==> config.mk <==
export PLATFORM = sky130hd
export DESIGN_NAME = running_mean_variance_flat
export DESIGN_NICKNAME = d
export VERILOG_FILES = /design/src/rmv_pkg.sv /design/src/rmv_if.sv /design/src/running_mean_variance.sv /design/src/flat_wrapper.sv
export VERILOG_INCLUDE_DIRS = /design/src /design/src/src
export SDC_FILE = /design/constraint.sdc
export NUM_CORES = 2
export LEC_CHECK = 0
export BUFFER_PORTS_ARGS = -buffer_cell sky130_fd_sc_hd__buf_2
export CORE_AREA = 2 2 397 399
export DETAILED_ROUTE_END_ITERATION = 7
export DIE_AREA = 0 0 399 401
export PLACE_DENSITY = 0.62
export SYNTH_ARGS = -nofsm -noshare
export SYNTH_HDL_FRONTEND = slang
export SYNTH_SLANG_ARGS = --single-unit
==> constraint.sdc <==
create_clock -name clk_i -period 10.97 [get_ports clk_i]
set_input_delay 0.5485 -clock clk_i [delete_from_list [all_inputs] [get_ports clk_i]]
set_output_delay 0.5485 -clock clk_i [all_outputs]
set_load 0.05 [all_outputs]
==> src/running_mean_variance_defines.svh <==
// Assertion macros shared by the running mean and variance RTL.
// No dependencies; included by the files that carry assertions.
`ifndef RUNNING_MEAN_VARIANCE_DEFINES_SVH
`define RUNNING_MEAN_VARIANCE_DEFINES_SVH

`ifndef NO_ASSERTIONS

// The property must hold at every rising edge outside reset.
`define RMV_ASSERT(label, clk, rst_n, prop) \
  label: assert property (@(posedge clk) disable iff (!rst_n) prop) \
    else $error("%m: assertion failed");

// The expression must never be true outside reset.
`define RMV_ASSERT_NEVER(label, clk, rst_n, expr) \
  label: assert property (@(posedge clk) disable iff (!rst_n) !(expr)) \
    else $error("%m: forbidden condition seen");

`else

`define RMV_ASSERT(label, clk, rst_n, prop)
`define RMV_ASSERT_NEVER(label, clk, rst_n, expr)

`endif

`endif

==> src/rmv_pkg.sv <==
// Package for the running mean and variance block: widths, limits,
// payload types and the sequencer state type. No dependencies.
`default_nettype none

package rmv_pkg;

  // Word field widths on the ports.
  localparam int unsigned SAMPLE_W = 32;
  localparam int unsigned COUNT_W  = 32;
  localparam int unsigned MEAN_W   = 32;
  localparam int unsigned VAR_W    = 63;

  // Internal widths of the statistics.
  localparam int unsigned SAMPLE_BITS = 32;
  localparam int unsigned COUNT_BITS  = 32;
  localparam int unsigned SUM_BITS    = 63;
  localparam int unsigned PROD_BITS   = 2 * SAMPLE_BITS;
  localparam int unsigned ACC_BITS    = SUM_BITS + 2;
  localparam int unsigned DIV_BITS    = SUM_BITS + 1;
  localparam int unsigned ITER_BITS   = $clog2(DIV_BITS + 1);

  localparam logic [COUNT_BITS-1:0] COUNT_MAX = '1;
  localparam logic [SUM_BITS-1:0]   SUM_MAX   = '1;

  typedef logic signed [SAMPLE_W-1:0] sample_t;
  typedef logic        [COUNT_W-1:0]  count_t;
  typedef logic signed [MEAN_W-1:0]   mean_t;
  typedef logic        [VAR_W-1:0]    var_t;

  // Sequencer states.
  typedef enum logic [2:0] {
    ST_IDLE,
    ST_DIV_MEAN,
    ST_MEAN_UPD,
    ST_DEV,
    ST_MUL,
    ST_ACC,
    ST_DIV_VAR,
    ST_RESULT
  } rmv_state_e;

endpackage

`default_nettype wire

==> src/rmv_if.sv <==
// Handshake interfaces for the sample input and the statistics output.
// Depends on rmv_pkg for the payload types.
`default_nettype none

interface rmv_in_if;
  import rmv_pkg::*;

  logic    valid;
  logic    ready;
  sample_t sample;

  modport source (output valid, output sample, input ready);
  modport sink   (input valid, input sample, output ready);
endinterface

interface rmv_out_if;
  import rmv_pkg::*;

  logic   valid;
  logic   ready;
  count_t sample_count;
  mean_t  mean_value;
  var_t   variance_value;

  modport source (output valid, output sample_count, output mean_value,
                  output variance_value, input ready);
  modport sink   (input valid, input sample_count, input mean_value,
                  input variance_value, output ready);
endinterface

`default_nettype wire

==> src/running_mean_variance.sv <==
// Running mean and variance top level: sequencer, shared divider, datapath.
// Depends on rmv_pkg, the interfaces in rmv_if.sv and the assertion macros.
`default_nettype none

`include "running_mean_variance_defines.svh"

// Each sample word updates a saturating count, the running mean and the sum
// of squared deviations by Welford's recurrence, and yields one result word
// with the count, the mean and the population variance (sum / count, Q31.32,
// truncated). A sample passes through the mean division, the mean update,
// the deviation, the product, the sum update, the variance division and the
// result hand-over; the input is ready again once the result is registered.
// A single restoring divider produces one quotient bit per cycle and is used
// twice per sample: once for the mean step and once for the variance. The
// input is ready only while the sequencer is idle; a finished result waits in
// an output register, so the next sample is taken while that result is still
// unread. No clearing pass follows reset.
module running_mean_variance (
  input  wire logic      clk_i,
  input  wire logic      rst_ni,
  rmv_in_if.sink         sample_i,
  rmv_out_if.source      result_o
);
  import rmv_pkg::*;

  rmv_state_e state_q, state_d;

  // Architectural statistics.
  logic [COUNT_BITS-1:0]  count_q, count_d;
  logic [SAMPLE_BITS-1:0] mean_q, mean_d;
  logic [SUM_BITS-1:0]    sum_q, sum_d;

  // Working registers of the current sample.
  logic [SAMPLE_BITS-1:0] x_q, x_d;
  logic [SAMPLE_BITS-1:0] m1_q, m1_d;
  logic                   neg1_q, neg1_d;
  logic [SAMPLE_BITS-1:0] m2_q, m2_d;
  logic                   negp_q, negp_d;
  logic [PROD_BITS-1:0]   prod_q, prod_d;

  // Shared divider registers.
  logic [COUNT_BITS-1:0]  rem_q, rem_d;
  logic [DIV_BITS-1:0]    quo_q, quo_d;
  logic [ITER_BITS-1:0]   iter_q, iter_d;

  // Output register.
  logic                   out_valid_q;
  count_t                 out_count_q;
  mean_t                  out_mean_q;
  var_t                   out_var_q;

  logic in_accept;
  logic out_free;
  logic out_load;

  logic [SAMPLE_BITS-1:0] x_in;
  logic [SAMPLE_BITS:0]   d1;
  logic [SAMPLE_BITS:0]   d1_neg;
  logic [SAMPLE_BITS:0]   d2;
  logic [SAMPLE_BITS:0]   d2_neg;

  logic [COUNT_BITS:0]    div_trial;
  logic [COUNT_BITS+1:0]  div_diff;
  logic                   div_ge;

  logic [ACC_BITS-1:0]    acc_sum;
  logic                   acc_sat;
  logic                   acc_ge;
  logic [SUM_BITS-1:0]    acc_diff;
  logic [SUM_BITS-1:0]    sum_new;

  assign in_accept = sample_i.valid && sample_i.ready;
  assign out_free  = !out_valid_q || result_o.ready;

  // Next state of the sequencer.
  always_comb begin
    state_d = state_q;
    case (state_q)
      ST_IDLE: begin
        if (in_accept) begin
          state_d = ST_DIV_MEAN;
        end
      end
      ST_DIV_MEAN: begin
        if (iter_q == ITER_BITS'(1)) begin
          state_d = ST_MEAN_UPD;
        end
      end
      ST_MEAN_UPD: state_d = ST_DEV;
      ST_DEV:      state_d = ST_MUL;
      ST_MUL:      state_d = ST_ACC;
      ST_ACC:      state_d = ST_DIV_VAR;
      ST_DIV_VAR: begin
        if (iter_q == ITER_BITS'(1)) begin
          state_d = ST_RESULT;
        end
      end
      ST_RESULT: begin
        if (out_free) begin
          state_d = ST_IDLE;
        end
      end
      default: state_d = ST_IDLE;
    endcase
  end

  // Handshake outputs of the sequencer.
  always_comb begin
    sample_i.ready = 1'b0;
    out_load       = 1'b0;
    case (state_q)
      ST_IDLE:   sample_i.ready = 1'b1;
      ST_RESULT: out_load       = out_free;
      default: begin
        sample_i.ready = 1'b0;
        out_load       = 1'b0;
      end
    endcase
  end

  // Deviation of the incoming sample from the old mean, as sign and size.
  assign x_in   = sample_i.sample[SAMPLE_BITS-1:0];
  assign d1     = {x_in[SAMPLE_BITS-1], x_in} - {mean_q[SAMPLE_BITS-1], mean_q};
  assign d1_neg = -d1;

  // Deviation of the stored sample from the new mean.
  assign d2     = {x_q[SAMPLE_BITS-1], x_q} - {mean_q[SAMPLE_BITS-1], mean_q};
  assign d2_neg = -d2;

  // One restoring division step against the count.
  assign div_trial = {rem_q, quo_q[DIV_BITS-1]};
  assign div_diff  = {1'b0, div_trial} - {2'b00, count_q};
  assign div_ge    = !div_diff[COUNT_BITS+1];

  // Sum update: add with saturation, or subtract with a floor at zero.
  assign acc_sum  = ACC_BITS'(sum_q) + ACC_BITS'(prod_q);
  assign acc_sat  = |acc_sum[ACC_BITS-1:SUM_BITS];
  assign acc_ge   = ACC_BITS'(prod_q) >= ACC_BITS'(sum_q);
  assign acc_diff = sum_q - prod_q[SUM_BITS-1:0];

  always_comb begin
    if (negp_q) begin
      sum_new = acc_ge ? '0 : acc_diff;
    end else begin
      sum_new = acc_sat ? SUM_MAX : acc_sum[SUM_BITS-1:0];
    end
  end

  // Datapath next values, steered by the sequencer state.
  always_comb begin
    count_d = count_q;
    mean_d  = mean_q;
    sum_d   = sum_q;
    x_d     = x_q;
    m1_d    = m1_q;
    neg1_d  = neg1_q;
    m2_d    = m2_q;
    negp_d  = negp_q;
    prod_d  = prod_q;
    rem_d   = rem_q;
    quo_d   = quo_q;
    iter_d  = iter_q;
    case (state_q)
      ST_IDLE: begin
        if (in_accept) begin
          x_d     = x_in;
          count_d = (count_q == COUNT_MAX) ? count_q : count_q + 1'b1;
          neg1_d  = d1[SAMPLE_BITS];
          m1_d    = d1[SAMPLE_BITS] ? d1_neg[SAMPLE_BITS-1:0] : d1[SAMPLE_BITS-1:0];
          // The size goes in left-aligned so that its quotient ends up low.
          quo_d   = DIV_BITS'(d1[SAMPLE_BITS] ? d1_neg[SAMPLE_BITS-1:0]
                                              : d1[SAMPLE_BITS-1:0])
                    << (DIV_BITS - SAMPLE_BITS);
          rem_d   = '0;
          iter_d  = ITER_BITS'(SAMPLE_BITS);
        end
      end
      ST_DIV_MEAN, ST_DIV_VAR: begin
        rem_d  = div_ge ? div_diff[COUNT_BITS-1:0] : div_trial[COUNT_BITS-1:0];
        quo_d  = {quo_q[DIV_BITS-2:0], div_ge};
        iter_d = iter_q - 1'b1;
      end
      ST_MEAN_UPD: begin
        // The step is truncated toward zero, so the mean cannot overshoot.
        mean_d = neg1_q ? mean_q - quo_q[SAMPLE_BITS-1:0]
                        : mean_q + quo_q[SAMPLE_BITS-1:0];
      end
      ST_DEV: begin
        m2_d   = d2[SAMPLE_BITS] ? d2_neg[SAMPLE_BITS-1:0] : d2[SAMPLE_BITS-1:0];
        negp_d = (neg1_q != d2[SAMPLE_BITS]) && (m1_q != '0) && (d2 != '0);
      end
      ST_MUL: begin
        prod_d = PROD_BITS'(m1_q) * PROD_BITS'(m2_q);
      end
      ST_ACC: begin
        sum_d  = sum_new;
        quo_d  = DIV_BITS'(sum_new);
        rem_d  = '0;
        iter_d = ITER_BITS'(DIV_BITS);
      end
      default: begin
        count_d = count_q;
      end
    endcase
  end

  // Control state and statistics, cleared by reset.
  always_ff @(posedge clk_i or negedge rst_ni) begin
    if (!rst_ni) begin
      state_q     <= ST_IDLE;
      count_q     <= '0;
      mean_q      <= '0;
      sum_q       <= '0;
      out_valid_q <= 1'b0;
    end else begin
      state_q <= state_d;
      count_q <= count_d;
      mean_q  <= mean_d;
      sum_q   <= sum_d;
      if (out_load) begin
        out_valid_q <= 1'b1;
      end else if (result_o.ready) begin
        out_valid_q <= 1'b0;
      end
    end
  end

  // Working and output payload registers.
  always_ff @(posedge clk_i) begin
    x_q    <= x_d;
    m1_q   <= m1_d;
    neg1_q <= neg1_d;
    m2_q   <= m2_d;
    negp_q <= negp_d;
    prod_q <= prod_d;
    rem_q  <= rem_d;
    quo_q  <= quo_d;
    iter_q <= iter_d;
    if (out_load) begin
      out_count_q <= COUNT_W'(count_q);
      out_mean_q  <= MEAN_W'(signed'(mean_q));
      out_var_q   <= VAR_W'(quo_q[SUM_BITS-1:0]);
    end
  end

  assign result_o.valid          = out_valid_q;
  assign result_o.sample_count   = out_count_q;
  assign result_o.mean_value     = out_mean_q;
  assign result_o.variance_value = out_var_q;

  // An accepted word always starts the mean division.
  `RMV_ASSERT(a_accept_starts_div, clk_i, rst_ni, in_accept |=> state_q == ST_DIV_MEAN)
  // The divider never works against a zero count.
  `RMV_ASSERT_NEVER(a_count_nonzero, clk_i, rst_ni, state_q != ST_IDLE && count_q == '0)
  // The partial remainder stays below the divisor.
  `RMV_ASSERT(a_rem_below_count, clk_i, rst_ni, (state_q == ST_DIV_MEAN || state_q == ST_DIV_VAR) |-> rem_q < count_q)
  // A division never runs out of steps before it hands over.
  `RMV_ASSERT_NEVER(a_iter_live, clk_i, rst_ni, (state_q == ST_DIV_MEAN || state_q == ST_DIV_VAR) && iter_q == '0)

endmodule

`default_nettype wire

==> src/flat_wrapper.sv <==
// flat-port wrapper written by rule: the top's interface ports become plain ports
module running_mean_variance_flat import rmv_pkg::*;
  (clk_i, rst_ni, sample_i_valid, sample_i_sample, sample_i_ready, result_o_valid, result_o_sample_count, result_o_mean_value, result_o_variance_value, result_o_ready);
  rmv_in_if sample_i_i ();
  rmv_out_if result_o_i ();
  input  wire logic clk_i;
  input  wire logic rst_ni;
  input wire logic [$bits(sample_i_i.valid)-1:0] sample_i_valid;
  input wire logic [$bits(sample_i_i.sample)-1:0] sample_i_sample;
  output wire logic [$bits(sample_i_i.ready)-1:0] sample_i_ready;
  output wire logic [$bits(result_o_i.valid)-1:0] result_o_valid;
  output wire logic [$bits(result_o_i.sample_count)-1:0] result_o_sample_count;
  output wire logic [$bits(result_o_i.mean_value)-1:0] result_o_mean_value;
  output wire logic [$bits(result_o_i.variance_value)-1:0] result_o_variance_value;
  input wire logic [$bits(result_o_i.ready)-1:0] result_o_ready;
  assign sample_i_i.valid = sample_i_valid;
  assign sample_i_i.sample = sample_i_sample;
  assign sample_i_ready = sample_i_i.ready;
  assign result_o_valid = result_o_i.valid;
  assign result_o_sample_count = result_o_i.sample_count;
  assign result_o_mean_value = result_o_i.mean_value;
  assign result_o_variance_value = result_o_i.variance_value;
  assign result_o_i.ready = result_o_ready;
  running_mean_variance u_core (.clk_i(clk_i), .rst_ni(rst_ni), .sample_i(sample_i_i), .result_o(result_o_i));
endmodule
## After elaboration in Yosys (flattened, before gate mapping)

Index checks and enable logic that the tools add are counted.

- Register bits after elaboration: 523
- Input bits: 36
- Output and inout port bits: 129
- Logic and storage cells: 85

- Add/sub/neg operators: 11
- $mul: 1
- $lt $le $gt $ge: 1
- Equality and inequality tests: 14
- Mux-type cells: 23
- Bitwise gates (word level): 1
- Reductions and logical operators: 17

Operator list:

| cell | count |
|---|---|
| $mux 32 | 6 |
| $pmux 64 s3 | 1 |
| $mux 63 | 3 |
| $pmux 32 s3 | 1 |
| $sub 32x32->33 | 2 |
| $add 63x64->65 | 1 |
| $ge 64x63->1 | 1 |
| $mul 32x32->64 | 1 |
| $mux 64 | 1 |
| $neg 32->32 | 2 |
| $sub 63x63->63 | 1 |
| $sub 33x32->34 | 1 |
| $reduce_bool 33->1 | 1 |
| $add 32x1->32 const B | 1 |
| $add 32x32->32 | 1 |
| $eq 32x32->1 const B | 1 |
| $reduce_bool 32->1 | 1 |
| $sub 32x32->32 | 1 |
| $pmux 3 s8 | 1 |
| $pmux 7 s3 | 1 |
| $eq 3x3->1 const B | 4 |
| $mux 3 | 4 |
| $ne 2x1->1 const B | 4 |
| $eq 7x1->1 const B | 1 |
| other kinds (17) | 26 |

## Logic depth before layout (Yosys ltp)

- Word-level depth: 5
- Mapped depth: 29
- Depth with buffers taken out: 28

## Worst setup path before layout

No wires, ideal clock.

- Kind: register to register
- Start: register u_core.m1_q[28]
- End: register u_core.prod_q[60] (data pin)
- Library setup time: 0.260 ns
- Arrival time: 7.190 ns
- Required time: 10.710 ns
- Setup slack: 3.520 ns
- Stages on the path, launching flop included: 28
- Buffers on the path: 1
- Clock period less this slack: 7.450 ns
- Path through: edfxtp_1 -> clkbuf_1 -> and2_1 -> fa_1 -> fa_1 -> fa_1 -> inv_1 -> fa_1 -> inv_1 -> fa_1 -> fa_1 -> fa_1 -> inv_1 -> fa_1 -> inv_1 -> ha_1 -> a21o_1 -> a21o_1 -> a21o_1 -> a31o_2 -> a221oi_1 -> nand2_1 -> a41oi_1 -> a21oi_1 -> a31o_2 -> nand2b_1 -> nand2_1 -> xor2_1

- Word-level cells in the longest chain between the ends: 1

RTL lines:

| what | RTL line | text |
|---|---|---|
| start, declared | running_mean_variance.sv:35 | `logic [SAMPLE_BITS-1:0] m1_q, m1_d;` |
| start signal, assigned | running_mean_variance.sv:231 | `m1_q <= m1_d;` |
| $mul 32x32->64 | running_mean_variance.sv:193 | `prod_d = PROD_BITS'(m1_q) * PROD_BITS'(m2_q);` |
| end signal, assigned | running_mean_variance.sv:235 | `prod_q <= prod_d;` |
| end, declared | running_mean_variance.sv:39 | `logic [PROD_BITS-1:0] prod_q, prod_d;` |

Every way passes these cells.
A chain may end at the register's enable or synchronous reset.

## Final worst setup path

- Start: register u_core.m1_q[3]
- End: register u_core.prod_q[58] (data pin)

The elaborated chain is that of the path after synthesis.

==> impl_metrics.py <==
metrics = {
    "global_route": {
        "grt_use_total_pct": 27.7,
        "grt_max_degree": 77,
        "grt_pass1_wl_mm": 341,
        "grt_overflow": 0,
        "antenna_found_initial": 13,
        "grt_pass1_vias": 56327,
    },
    "floorplan": {
        "ios": 165,
        "num_rows": 145,
        "dieArea_sq_um": 160000,
        "die_h_microns": 401,
        "coreArea_sq_um": 156000,
        "die_x_microns": 399,
        "floorplan.initialDensity_pct": 44.7,
    },
    "hold_path": {
        "min_path_type": "in2reg",
        "hold_path_end": "u_core.x_q[29]",
        "worstHoldStart": "sample_i_sample[29]",
        "whs_path_depth": 1,
    },
    "layout": {
        "area_growth_pct": 7.34,
        "fillCellCount": 14750,
        "nNetsFinal": 9015,
        "post-route-cell-area_sq_um": 74700,
        "drive_gt1_share_pct": 6.36,
    },
    "drt": {
        "ant_nets": 0,
        "wl_mm": 221,
        "route.detailed.drc": 0,
        "vias_per_cell": 5.72,
        "routedWlPerCell_microns": 23.0,
        "vias": 54953,
        "drt-initial-drc-count": 4946,
        "drt-pass1-iter-count": 7,
    },
    "synth": {
        "ys_seq_elements": 523,
        "syn-num-nets": 9038,
        "yosys_warnings": 0,
        "yosys.area.top_type_share_pct": 25.9,
        "synthFlopType": "edfxtp_1",
        "synth_edf_count": 392,
        "syn_inst": 7516,
        "synthTopCellsByArea": "fa_1 26%, edfxtp_1 17%, ha_1 11%",
        "synth_common_cells": "1164 x inv_1, 902 x fa_1, 753 x nand2_1, 632 x and2_1, 584 x ha_1",
        "async_reset_ff_share_pct": 25.0,
        "syn_area_sq_um": 69600,
        "yosysSeqAreaShare_pct": 21.6,
        "synth_area_per_cell_sq_um": 9.26,
        "synth_largest_area_cell": "fa_1",
        "synthDistinctLibCells": 93,
        "synth.most_common_cell": "inv_1",
    },
    "sta": {
        "fin_crit_ps": 9190,
        "hold_viol": 0,
        "min_period_over_period_pct": 83.8,
        "clock_skew_ps": 52.6,
        "relSlewSlack_pct": -1.09,
        "tightest_slew_ps": 1500,
        "slew_viol_final": 3,
        "maxClockFrequency_ghz": 0.109,
        "setup-violations-final": 0,
        "fin_ws_ps": 1780,
        "rsz0062_at_grt": "false",
        "tns_ps": 0,
    },
    "clock_network": {
        "cts.repair.resized": 0,
        "cts_sinks": 523,
        "cts_tree": "built",
        "insertion_delay_ps": 690,
        "cts_buffers": 60,
        "cts-root-buf": "clkbuf_16",
        "htreeDepth": 2,
        "clk_pin_slew_ps": 70,
        "clockBufferDepth": 3,
    },
    "worst_setup_path": {
        "r2r_start": "u_core.m1_q[3]",
        "cpPeakStageDelay_ps": 1040,
        "worst_setup_path_start_kind": "flip-flop",
        "cp.required_ps": 11360,
        "rr_worst_depth": 25,
        "r2r-end": "u_core.prod_q[58]",
        "reg2reg_slack_ps": 1780,
        "arrival_ps": 9580,
        "crit_top_cell": "fa_1",
        "cp_slowest_cell": "edfxtp_1",
        "end_kind": "flip-flop",
        "path_max_fanout": 18,
        "path_class": "reg2reg",
    },
    "place": {
        "place_congestion": 0.983,
        "portBuffers": 164,
        "dpl.hpwl_mm": 174,
        "place_area_sq_um": 72500,
        "dp_slack_ps": 1930,
    },
    "run_status": {
        "outcome": "finished with violations",
        "violations": "capacitance limit, slew limit",
    },
    "flow_run": {
        "max_cap_viol_count": 1,
    },
}
==> state kept, by name, summed over array words and instances, names as in the netlist, 63 cells and up <==
name / cells
u_core.sum_q: 63
u_core.result_o.variance_value: 63
u_core.quo_q: 64
u_core.prod_q: 64
==> layer usage <==
layer	GRT usage, %	up-vias	wire [microns]
li1	-	24695	-
met1	38.3	27898	94400
met2	44.2	2014	101000
met3	4.38	346	16800
met4	9.11	0	8240
met5	0	-	0
==> repair_timing <==
item / 4_1_cts / 5_1_grt
buffers inserted: 0 / 0
endpoints found under the hold margin: 61 / 0
hold buffers: 1 / 0
==> worst max path at each step <==
stage / start / cells after the start / end / slack, ps
final: u_core.m1_q[3] / 25 / u_core.prod_q[58] / 1780
after global routing: u_core.m1_q[12] / 24 / u_core.prod_q[58] / 1550
after CTS: u_core.m1_q[3] / 25 / u_core.prod_q[58] / 1790
after detailed placement: u_core.m1_q[3] / 25 / u_core.prod_q[58] / 1930
after global placement: u_core.m1_q[3] / 25 / u_core.prod_q[58] / 1950
after floorplan: u_core.m1_q[28] / 27 / u_core.prod_q[60] / 3520
==> cell usage in the layout, fill, tap and decap left out, types with 14 or more instances in the layout <==
cell	count
a2111oi_0	14
a211oi_1	35
a21boi_0	14
a21o_1	145
a21oi_1	447
a221o_1	33
a221oi_1	42
a22oi_1	18
a31oi_1	40
and2_1	632
and3_1	39
buf_2	163
buf_4	108
clkbuf_16	60
dfrtp_1	131
edfxtp_1	392
fa_1	902
ha_1	584
inv_1	1163
nand2_1	751
nand2b_1	48
nand3_1	72
nand4_1	56
nor2_1	317
nor2b_1	47
nor3_1	87
nor4_1	57
o211ai_1	35
o21a_1	49
o21ai_0	291
o21bai_1	82
o221a_2	29
o221ai_1	14
o31ai_1	43
or2_2	21
xnor2_1	200
xor2_1	92
==> cell families (layout without fill, tap and decap cells) <==
group	Yosys count	in the layout	synth area share, %
and+or+nand+nor	2204	2204	15.9
buffers and inverters	1526	1555	8.28
adders and majority gates	1486	1486	36.4
AOI/OAI and AO/OA	1467	1467	13.8
DFF	523	523	21.6
xor gates and xnor gates	292	292	3.68
muxes	18	18	0.268
other	0	3	0
==> worst max-delay path: cells and delay by family, from the launching register on <==
kind            cells  cell delay, ps
compound gates      9            2120
xor+xnor            1             410
simple gates        2             330
fa+ha+maj           9            4230
buf+inv             4             750
flops               1            1040
==> cell type report <==
class / instances / area (sq um) / share of cell area, %
Antenna cell: 3 / 7.51 / 0.0101
Inverter: 1168 / 4380 / 5.87
Timing Repair Buffer: 273 / 1650 / 2.21
Clock inverter: 48 / 608 / 0.814
Clock buffer: 66 / 1550 / 2.08
Sequential cell: 523 / 15000 / 20.1
Tap cell: 2058 / 2570 / 3.45
Multi-Input combinational cell: 5467 / 48900 / 65.4
==> stage by stage <==
step	hold slack (ps)	std cells	util, %
final	61.8	9606	48.0
after global routing	39.5	9603	48.0
after CTS	17.2	9603	48.0
after detailed placement	441	9488	46.6
after global placement	445	9488	46.6
after floorplan	253	7516	-
Power is not shown: default switching activity piles up to over one toggle a cycle in this logic, so the estimate is an artifact.
